File: src/hw/rtl/wsdf_pkg.sv
// Package for the websocket frame deframer.
// Holds the parse phase type, the queue entry type and the header constants.
// No dependencies.
`default_nettype none

package wsdf_pkg;

	typedef enum logic [2:0] {
		PH_B0   = 3'd0,
		PH_B1   = 3'd1,
		PH_EXT  = 3'd2,
		PH_KEY  = 3'd3,
		PH_DATA = 3'd4
	} wsdf_phase_t;

	localparam logic [6:0] LEN16_CODE = 7'd126;
	localparam logic [3:0] LEN16_BYTES = 4'd2;
	localparam logic [3:0] LEN64_BYTES = 4'd8;
	localparam logic [3:0] KEY_BYTES = 4'd4;

	localparam logic KIND_HDR = 1'b0;
	localparam logic KIND_DATA = 1'b1;

	// one result on its way from the parser to the output stage
	typedef struct packed {
		logic        kind;
		logic        fin;
		logic [2:0]  rsv;
		logic [3:0]  opcode;
		logic        masked;
		logic [63:0] length;
		logic [7:0]  raw;
		logic [7:0]  key;
		logic        last;
	} wsdf_entry_t;

endpackage

`default_nettype wire

File: src/hw/rtl/wsdf_front.sv
// Frame header parser: takes one stream byte per cycle while accept is high and pushes results.
// Depends on wsdf_pkg.
`default_nettype none

module wsdf_front (
	input  wire                  clk,
	input  wire                  arst_n,
	input  wire                  accept,
	input  wire [7:0]            in_byte,
	output logic                 push,
	output wsdf_pkg::wsdf_entry_t entry
);
	import wsdf_pkg::*;

	wsdf_phase_t phase_q, phase_d;
	logic [3:0]  cnt_q, cnt_d;
	logic [63:0] len_q, len_d;
	logic [63:0] rem_q, rem_d;
	logic [31:0] key_q, key_d;
	logic [1:0]  midx_q, midx_d;
	logic        fin_q, fin_d;
	logic [2:0]  rsv_q, rsv_d;
	logic [3:0]  opc_q, opc_d;
	logic        masked_q, masked_d;
	logic [6:0]  code_q, code_d;

	logic        code_is_short;
	logic [3:0]  cnt_inc;
	logic        ext_done;
	logic        key_done;
	logic [63:0] len_shift;
	logic [63:0] rem_dec;
	logic        rem_zero;
	logic [7:0]  key_byte;
	logic        kind;
	logic        last;
	logic [7:0]  raw;
	logic [7:0]  kbyte;

	assign code_is_short = in_byte[6:0] < LEN16_CODE;
	assign cnt_inc   = cnt_q + 4'd1;
	assign ext_done  = cnt_inc >= ((code_q == LEN16_CODE) ? LEN16_BYTES : LEN64_BYTES);
	assign key_done  = cnt_inc >= KEY_BYTES;
	assign len_shift = {len_q[55:0], in_byte};
	assign rem_dec   = rem_q - 64'd1;
	// last payload byte when one byte is left; no compare behind the decrement
	assign rem_zero  = rem_q == 64'd1;

	always_comb begin
		unique case (midx_q)
			2'd0: key_byte = key_q[31:24];
			2'd1: key_byte = key_q[23:16];
			2'd2: key_byte = key_q[15:8];
			default: key_byte = key_q[7:0];
		endcase
	end

	// next phase
	always_comb begin
		phase_d = phase_q;
		if (accept) begin
			unique case (phase_q)
				PH_B1: begin
					if (!code_is_short)
						phase_d = PH_EXT;
					else if (in_byte[7])
						phase_d = PH_KEY;
					else if (in_byte[6:0] == 7'd0)
						phase_d = PH_B0;
					else
						phase_d = PH_DATA;
				end
				PH_EXT: begin
					if (ext_done) begin
						if (masked_q)
							phase_d = PH_KEY;
						else if (len_shift == 64'd0)
							phase_d = PH_B0;
						else
							phase_d = PH_DATA;
					end
				end
				PH_KEY: begin
					if (key_done)
						phase_d = (len_q == 64'd0) ? PH_B0 : PH_DATA;
				end
				PH_DATA: begin
					if (rem_zero)
						phase_d = PH_B0;
				end
				default: phase_d = PH_B1;
			endcase
		end
	end

	// datapath and result push
	always_comb begin
		cnt_d    = cnt_q;
		len_d    = len_q;
		rem_d    = rem_q;
		key_d    = key_q;
		midx_d   = midx_q;
		fin_d    = fin_q;
		rsv_d    = rsv_q;
		opc_d    = opc_q;
		masked_d = masked_q;
		code_d   = code_q;
		push     = 1'b0;
		kind     = KIND_HDR;
		last     = 1'b0;
		raw      = 8'd0;
		kbyte    = 8'd0;
		if (accept) begin
			unique case (phase_q)
				PH_B1: begin
					masked_d = in_byte[7];
					code_d   = in_byte[6:0];
					cnt_d    = 4'd0;
					len_d    = code_is_short ? {57'd0, in_byte[6:0]} : 64'd0;
					if (code_is_short && !in_byte[7]) begin
						key_d  = 32'd0;
						rem_d  = len_d;
						midx_d = 2'd0;
						push   = 1'b1;
						last   = len_d == 64'd0;
					end
				end
				PH_EXT: begin
					len_d = len_shift;
					cnt_d = ext_done ? 4'd0 : cnt_inc;
					if (ext_done && !masked_q) begin
						key_d  = 32'd0;
						rem_d  = len_shift;
						midx_d = 2'd0;
						push   = 1'b1;
						last   = len_shift == 64'd0;
					end
				end
				PH_KEY: begin
					key_d = {key_q[23:0], in_byte};
					cnt_d = key_done ? 4'd0 : cnt_inc;
					if (key_done) begin
						rem_d  = len_q;
						midx_d = 2'd0;
						push   = 1'b1;
						last   = len_q == 64'd0;
					end
				end
				PH_DATA: begin
					midx_d = midx_q + 2'd1;
					rem_d  = rem_dec;
					push   = 1'b1;
					kind   = KIND_DATA;
					last   = rem_zero;
					raw    = in_byte;
					kbyte  = masked_q ? key_byte : 8'd0;
				end
				default: begin
					fin_d = in_byte[7];
					rsv_d = in_byte[6:4];
					opc_d = in_byte[3:0];
				end
			endcase
		end
		entry.kind   = kind;
		entry.fin    = fin_d;
		entry.rsv    = rsv_d;
		entry.opcode = opc_d;
		entry.masked = masked_d;
		entry.length = len_d;
		entry.raw    = raw;
		entry.key    = kbyte;
		entry.last   = last;
	end

	always_ff @(posedge clk or negedge arst_n) begin
		if (!arst_n) begin
			phase_q  <= PH_B0;
			cnt_q    <= 4'd0;
			len_q    <= 64'd0;
			rem_q    <= 64'd0;
			key_q    <= 32'd0;
			midx_q   <= 2'd0;
			fin_q    <= 1'b0;
			rsv_q    <= 3'd0;
			opc_q    <= 4'd0;
			masked_q <= 1'b0;
			code_q   <= 7'd0;
		end else begin
			phase_q  <= phase_d;
			cnt_q    <= cnt_d;
			len_q    <= len_d;
			rem_q    <= rem_d;
			key_q    <= key_d;
			midx_q   <= midx_d;
			fin_q    <= fin_d;
			rsv_q    <= rsv_d;
			opc_q    <= opc_d;
			masked_q <= masked_d;
			code_q   <= code_d;
		end
	end

endmodule

`default_nettype wire

File: src/hw/rtl/wsdf_queue.sv
// Short result queue between the parser and the output stage.
// Depends on wsdf_pkg.
`default_nettype none

module wsdf_queue #(
	parameter int Depth = 4
) (
	input  wire                   clk,
	input  wire                   arst_n,
	input  wire                   push,
	input  wsdf_pkg::wsdf_entry_t push_entry,
	input  wire                   pop,
	output wsdf_pkg::wsdf_entry_t head,
	output logic                  full,
	output logic                  not_empty
);
	import wsdf_pkg::*;

	localparam int PtrW = (Depth > 1) ? $clog2(Depth) : 1;
	localparam int CntW = $clog2(Depth + 1);

	wsdf_entry_t         mem_q [Depth];
	logic [PtrW-1:0]     wr_ptr_q;
	logic [PtrW-1:0]     rd_ptr_q;
	logic [CntW-1:0]     count_q;

	assign full      = count_q == CntW'(Depth);
	assign not_empty = count_q != '0;
	assign head      = mem_q[rd_ptr_q];

	always_ff @(posedge clk) begin
		if (push)
			mem_q[wr_ptr_q] <= push_entry;
	end

	always_ff @(posedge clk or negedge arst_n) begin
		if (!arst_n) begin
			wr_ptr_q <= '0;
			rd_ptr_q <= '0;
			count_q  <= '0;
		end else begin
			if (push)
				wr_ptr_q <= (wr_ptr_q == PtrW'(Depth - 1)) ? '0 : wr_ptr_q + 1'b1;
			if (pop)
				rd_ptr_q <= (rd_ptr_q == PtrW'(Depth - 1)) ? '0 : rd_ptr_q + 1'b1;
			if (push && !pop)
				count_q <= count_q + 1'b1;
			else if (pop && !push)
				count_q <= count_q - 1'b1;
		end
	end

`ifndef SYNTHESIS
	a_count_bound: assert property (@(posedge clk) disable iff (!arst_n)
		count_q <= CntW'(Depth)) else $error("queue count beyond depth");
	a_no_underflow: assert property (@(posedge clk) disable iff (!arst_n)
		pop |-> not_empty) else $error("pop from empty queue");
	a_no_overflow: assert property (@(posedge clk) disable iff (!arst_n)
		(push && !pop) |-> !full) else $error("push into full queue");
	a_count_up: assert property (@(posedge clk) disable iff (!arst_n)
		(push && !pop) |=> count_q == $past(count_q) + 1'b1)
		else $error("queue count missed a push");
`endif

endmodule

`default_nettype wire

File: src/hw/rtl/wsdf_back.sv
// Output stage: unmasks payload bytes and holds the result register.
// Depends on wsdf_pkg.
`default_nettype none

module wsdf_back (
	input  wire                   clk,
	input  wire                   arst_n,
	input  wsdf_pkg::wsdf_entry_t head,
	input  wire                   not_empty,
	output logic                  pop,
	output logic                  out_valid,
	input  wire                   out_ready,
	output logic                  res_kind,
	output logic                  frame_fin,
	output logic [2:0]            frame_rsv,
	output logic [3:0]            frame_opcode,
	output logic                  frame_masked,
	output logic [63:0]           frame_length,
	output logic [7:0]            data_byte,
	output logic                  frame_last
);
	import wsdf_pkg::*;

	logic valid_q;

	assign pop       = not_empty && (!valid_q || out_ready);
	assign out_valid = valid_q;

	always_ff @(posedge clk or negedge arst_n) begin
		if (!arst_n)
			valid_q <= 1'b0;
		else if (!valid_q || out_ready)
			valid_q <= not_empty;
	end

	always_ff @(posedge clk) begin
		if (pop) begin
			res_kind     <= head.kind;
			frame_fin    <= head.fin;
			frame_rsv    <= head.rsv;
			frame_opcode <= head.opcode;
			frame_masked <= head.masked;
			frame_length <= head.length;
			data_byte    <= head.raw ^ head.key;
			frame_last   <= head.last;
		end
	end

endmodule

`default_nettype wire

File: src/hw/rtl/websocket_frame_deframer_top.sv
// Top level of the websocket frame deframer.
// Depends on wsdf_pkg, wsdf_front, wsdf_queue and wsdf_back.
//
// Usage:
//   Slave stream s_axis_* carries the received websocket byte stream, one byte
//   per word. Master stream m_axis_* returns one header word per frame once the
//   header (byte 0, byte 1, extended length, mask key) is complete, then one
//   word per payload byte, already unmasked. m_axis_tuser is the result kind
//   (0 header, 1 payload byte); m_axis_tlast marks the frame's final word, which
//   is the header word itself for a zero-length frame.
//   Throughput: one byte per clock while the queue is not full, with no gaps between frames.
//   A word on m_axis_tvalid passes through the queue write at the edge that accepts
//   the byte causing it, then through the output register.
//   The parser's per-byte update (64-bit length shift or count-down and compare
//   with one) sets the cycle time; the queue decouples it from the output side.
//   When the receiver stalls, the queue absorbs up to QueueDepth words plus the
//   output register; then s_axis_tready drops until words are taken again.
//   Reset clears the parser to expect byte 0 of a new frame, empties the queue
//   and drops m_axis_tvalid; no clearing pass is needed.
`default_nettype none

module websocket_frame_deframer_top #(
	parameter int QueueDepth = 4
) (
	input  wire         clk,
	input  wire         arst_n,
	input  wire         s_axis_tvalid,
	output logic        s_axis_tready,
	input  wire  [7:0]  s_axis_tdata,   // [7:0] in_byte
	output logic        m_axis_tvalid,
	input  wire         m_axis_tready,
	// [0] frame_fin, [3:1] frame_rsv, [7:4] frame_opcode, [8] frame_masked,
	// [72:9] frame_length, [80:73] data_byte, [87:81] zero
	output logic [87:0] m_axis_tdata,
	output logic        m_axis_tuser,   // [0] res_kind
	output logic        m_axis_tlast    // frame_last
);
	import wsdf_pkg::*;

	logic        accept;
	logic        push;
	logic        pop;
	logic        full;
	logic        not_empty;
	wsdf_entry_t push_entry;
	wsdf_entry_t head;

	logic        frame_fin;
	logic [2:0]  frame_rsv;
	logic [3:0]  frame_opcode;
	logic        frame_masked;
	logic [63:0] frame_length;
	logic [7:0]  data_byte;

	// a byte may cause a result, so take it only with a free queue slot
	assign s_axis_tready = !full;
	assign accept        = s_axis_tvalid && !full;

	wsdf_front u_front (
		.clk     (clk),
		.arst_n  (arst_n),
		.accept  (accept),
		.in_byte (s_axis_tdata),
		.push    (push),
		.entry   (push_entry)
	);

	wsdf_queue #(
		.Depth (QueueDepth)
	) u_queue (
		.clk        (clk),
		.arst_n     (arst_n),
		.push       (push),
		.push_entry (push_entry),
		.pop        (pop),
		.head       (head),
		.full       (full),
		.not_empty  (not_empty)
	);

	wsdf_back u_back (
		.clk          (clk),
		.arst_n       (arst_n),
		.head         (head),
		.not_empty    (not_empty),
		.pop          (pop),
		.out_valid    (m_axis_tvalid),
		.out_ready    (m_axis_tready),
		.res_kind     (m_axis_tuser),
		.frame_fin    (frame_fin),
		.frame_rsv    (frame_rsv),
		.frame_opcode (frame_opcode),
		.frame_masked (frame_masked),
		.frame_length (frame_length),
		.data_byte    (data_byte),
		.frame_last   (m_axis_tlast)
	);

	assign m_axis_tdata = {7'd0, data_byte, frame_length, frame_masked,
		frame_opcode, frame_rsv, frame_fin};

endmodule

`default_nettype wire
File: config.mk
export PLATFORM = sky130hd
export DESIGN_NAME = websocket_frame_deframer_top
export DESIGN_NICKNAME = d
export VERILOG_FILES = /design/src/hw/rtl/wsdf_pkg.sv /design/src/hw/rtl/wsdf_front.sv /design/src/hw/rtl/wsdf_queue.sv /design/src/hw/rtl/wsdf_back.sv /design/src/hw/rtl/websocket_frame_deframer_top.sv
export SDC_FILE = /design/constraint.sdc
export NUM_CORES = 1
export LEC_CHECK = 0
export ABC_CLOCK_PERIOD_IN_PS = 14810
export BUFFER_PORTS_ARGS = -buffer_cell sky130_fd_sc_hd__buf_4
export CORE_MARGIN = 3
export CORE_UTILIZATION = 30
export CTS_CLUSTER_SIZE = 25
export DETAILED_ROUTE_END_ITERATION = 8
export PLACE_DENSITY = 0.41
export RECOVER_POWER = 100
export SLEW_MARGIN = 10
export SYNTH_ARGS = -nofsm -noshare
export SYNTH_HDL_FRONTEND = slang
export SYNTH_SLANG_ARGS = --single-unit
File: constraint.sdc
create_clock -name clk -period 14.81 [get_ports clk]
set_input_delay 0 -clock clk [delete_from_list [all_inputs] [get_ports clk]]
set_output_delay 0 -clock clk [all_outputs]
set_load 0.01 [all_outputs]
==> flow_summary.yaml <==
outcome:
  status: "complete, but fails checks"
  violations: "capacitance limit, slew limit"
clock_network:
  cts_buffers: 72
  insertion_delay_ns: 0.61
  cts_tree: "done"
  clk_pin_slew_ns: 0.06
  cts_resized: 0
  clockBufferDepth: 3
  clockRootBuffer: "clkbuf_16"
  clock_sinks: 640
  postCtsSetupRepairBufs: 0
  htree_levels: 3
  ctsHoldBuffers: 10
floorplan:
  row_count: 107
  die_x_um: 302
  start_util_pct: 30.5
  die_h_um: 302
  core_area_um2: 85900
  ios: 104
  dieArea_um2: 91000
power:
  leakage_nw: 10.8
  power_density_nw_per_um2: 195
  finalPower_mw: 5.91
  worst_ir_drop_vdd_v: 0.0000783
worst_setup_path:
  required_ns: 15.05
  crit_buf_inv: 3
  reg2regPathDepth: 8
  crit_start: "u_front.phase_q[0]$_DFFE_PN0P_"
  start_kind: "register"
  critPathSlowestCell: "and2_0"
  crit_chain: "clkbuf_1 > nor3_1 > o21ai_0 > a31o_1 > and2_2 > inv_1 > and2_0 > buf_4"
  r2r_start: "u_front.phase_q[0]$_DFFE_PN0P_"
  crit_type: "register to register"
  cp-end-kind: "register"
  crit_family: "simple AND/OR/NAND/NOR gates"
  rrSetupSlack_ns: 6.57
  crit_arrival_ns: 8.47
  worstPathMaxFanout: 55
  critPathMaxStageDelay_ns: 3.26
  r2r-end: "u_queue.mem_q[1][30]$_DFFE_PP_"
detailed_routing:
  route.met3.wl_um: 3600
  wirelength_um: 70500
  vias: 15300
  first_pass_iters: 6
  drtIter0Drc: 1202
  drtAntennaViolNets: 0
  vias_per_cell: 5.08
  wl_met2_um: 31800
  top_layer: "met4"
  drt-met1-wl_um: 33800
  avgRoutedWirePerCell_um: 23.3
  drc_errors: 0
yosys:
  synthDistinctLibCells: 69
  synth_adder_area_share_pct: 0.792
  yosys-mux-area-fraction_pct: 10.2
  ys.flop_type: "edfxtp_1"
  syn-instance-count: 1718
  yosys_warnings: 0
  syn-cell-area_um2: 26200
  syn_avg_cell_area_um2: 15.3
  async_reset_ff_share_pct: 30.2
  ys_seq_area_share_pct: 69.6
  synth_top_cell_area_share_pct: 51.2
  yosysMostFrequentCell: "edfxtp_1"
  synth_area_leaders: "edfxtp_1 (51%), dfrtp_1 (18%), mux4_2 (7.1%)"
  synth-seq-cells: 640
  yosys.area_share.simple_pct: 7.07
  synth-xor-area-share_pct: 1.34
  synth-edff-count: 447
  synth_common_cells: "edfxtp_1 (447), dfrtp_1 (193), o21ai_0 (128), nand2_1 (112), nor2_1 (98)"
  yosys.area.top_type: "edfxtp_1"
  synth_top_family_by_area: "multiplexers"
  synth_compound_area_share_pct: 8.93
sta:
  fin_crit_ns: 8.24
  post-route-period-util_pct: 55.6
  worst_hold_slack_ns: 0.140
  fin_ws_ns: 6.57
  max_slew_margin_pct: -267
  worstMarginPinSlew_ns: 5.50
  timing.fmax_mhz: 121
  finalSetupViolCount: 0
  hold_violations: 0
  fin_setup_tns_ns: 0
  slew_violations: 895
  skew_ns: 0.0239
  grt_setup_unrepaired: "no"
place:
  portBuffers: 96
  place_ws_ns: 10.54
  placed_cell_area_um2: 28200
  place_inst: 2878
  place_congestion: 0.813
  hpwlAfterDp_um: 44500
worst_hold_path:
  hold_end: "u_queue.mem_q[0][0]$_DFFE_PP_"
  worstHoldStart: "s_axis_tvalid"
  whs_path_depth: 3
  hold_class: "primary input to register"
grt:
  antenna_found_initial: 1
  grt.overflow.total: 0
  grt_max_degree: 93
  grt_pass1_wl_um: 106000
  grt_pass1_vias: 15600
  grt_usage_pct: 15.5
cells_and_area:
  drive_gt1_share_pct: 13.8
  area_delta_synth_final_pct: 15.5
  num-nets-final: 1846
  instances_no_fill: 3020
  fin_util_pct: 35.3
  stdcell_area_um2: 30300
job:
  drv_cap: 18
[final cells by class]
cell class              instances  area [um^2]
well taps                    1144         1430
multi-input cells             953         7470
flip-flops and latches        640        18300
clock inverters                39          434
inverters                      24         90.1
repair buffers                127          614
clock buffers                  92         2010
diodes                          1         2.50
fillers                      8327        55600
[kinds of logic (layout without fill, tap and decap cells)]
kind of cell | count (synthesis) | count (layout)
other cells | 1 | 8
xor+xnor | 40 | 40
flops | 640 | 640
mux | 160 | 160
compound gates | 351 | 351
simple gates | 379 | 379
buf+inv | 131 | 282
fa+ha+maj | 16 | 16
[report_power, final]
part	internal [mW]	switching, mW	total (mW)	leakage (nW)
logic	0.551	0.892	1.44	2.80
clock network	1.11	0.731	1.84	1.21
registers	2.35	0.280	2.63	6.75
[tightest hold or removal path, stage by stage]
cell     delay [ns]
buf_4          0.15
nand2_1        0.20
a21oi_1        0.17
[layer usage]
| layer | global-route usage (%) | vias to the layer above |
|---|---|---|
| met4 | 3.92 | 0 |
| met5 | 0 | - |
| met2 | 23.6 | 387 |
| met3 | 2.73 | 80 |
| met1 | 22.9 | 7972 |
| li1 | - | 6906 |
[sequential cells by signal, indices dropped and copies added (netlist names), 2 cells and up]
name                 count
u_queue.mem_q          364
u_back.frame_length     64
u_front.len_q           64
u_front.rem_q           64
u_front.key_q           32
u_back.data_byte         8
u_front.code_q           7
u_back.frame_opcode      4
u_front.cnt_q            4
u_front.opc_q            4
u_back.frame_rsv         3
u_front.phase_q          3
u_front.rsv_q            3
u_queue.count_q          3
u_front.midx_q           2
u_queue.rd_ptr_q         2
u_queue.wr_ptr_q         2
[worst max path at each step]
| stage | endpoint | slack (ns) | cells after the start |
|---|---|---|---|
| after floorplan | u_queue.count_q[1]$_DFFE_PN0P_ | 8.77 | 7 |
| after global placement | u_queue.mem_q[3][47]$_DFFE_PP_ | 10.64 | 8 |
| after detailed placement | u_queue.mem_q[1][40]$_DFFE_PP_ | 10.54 | 8 |
| after CTS | u_queue.mem_q[1][30]$_DFFE_PP_ | 10.54 | 8 |
| after global routing | u_queue.mem_q[1][30]$_DFFE_PP_ | 5.75 | 8 |
| final | u_queue.mem_q[1][30]$_DFFE_PP_ | 6.57 | 8 |
[placed cells by master (no fill, tap or decap), types with 13 or more instances in the layout]
cell       count
a22o_1        83
nor3_1        39
dfrtp_1      192
edfxtp_1     447
clkbuf_1     107
ha_1          15
mux2_2        15
nand2_1      111
o22ai_1       15
a31oi_1       15
xor2_1        37
o21ai_0      130
or4_1         13
nor4_1        29
clkinv_2      17
clkbuf_16     75
buf_4         20
inv_1         24
nor2_1        98
a21oi_1       52
mux4_2        83
nand3_1       18
mux2i_1       52
Power figures use the tool's default switching activity.
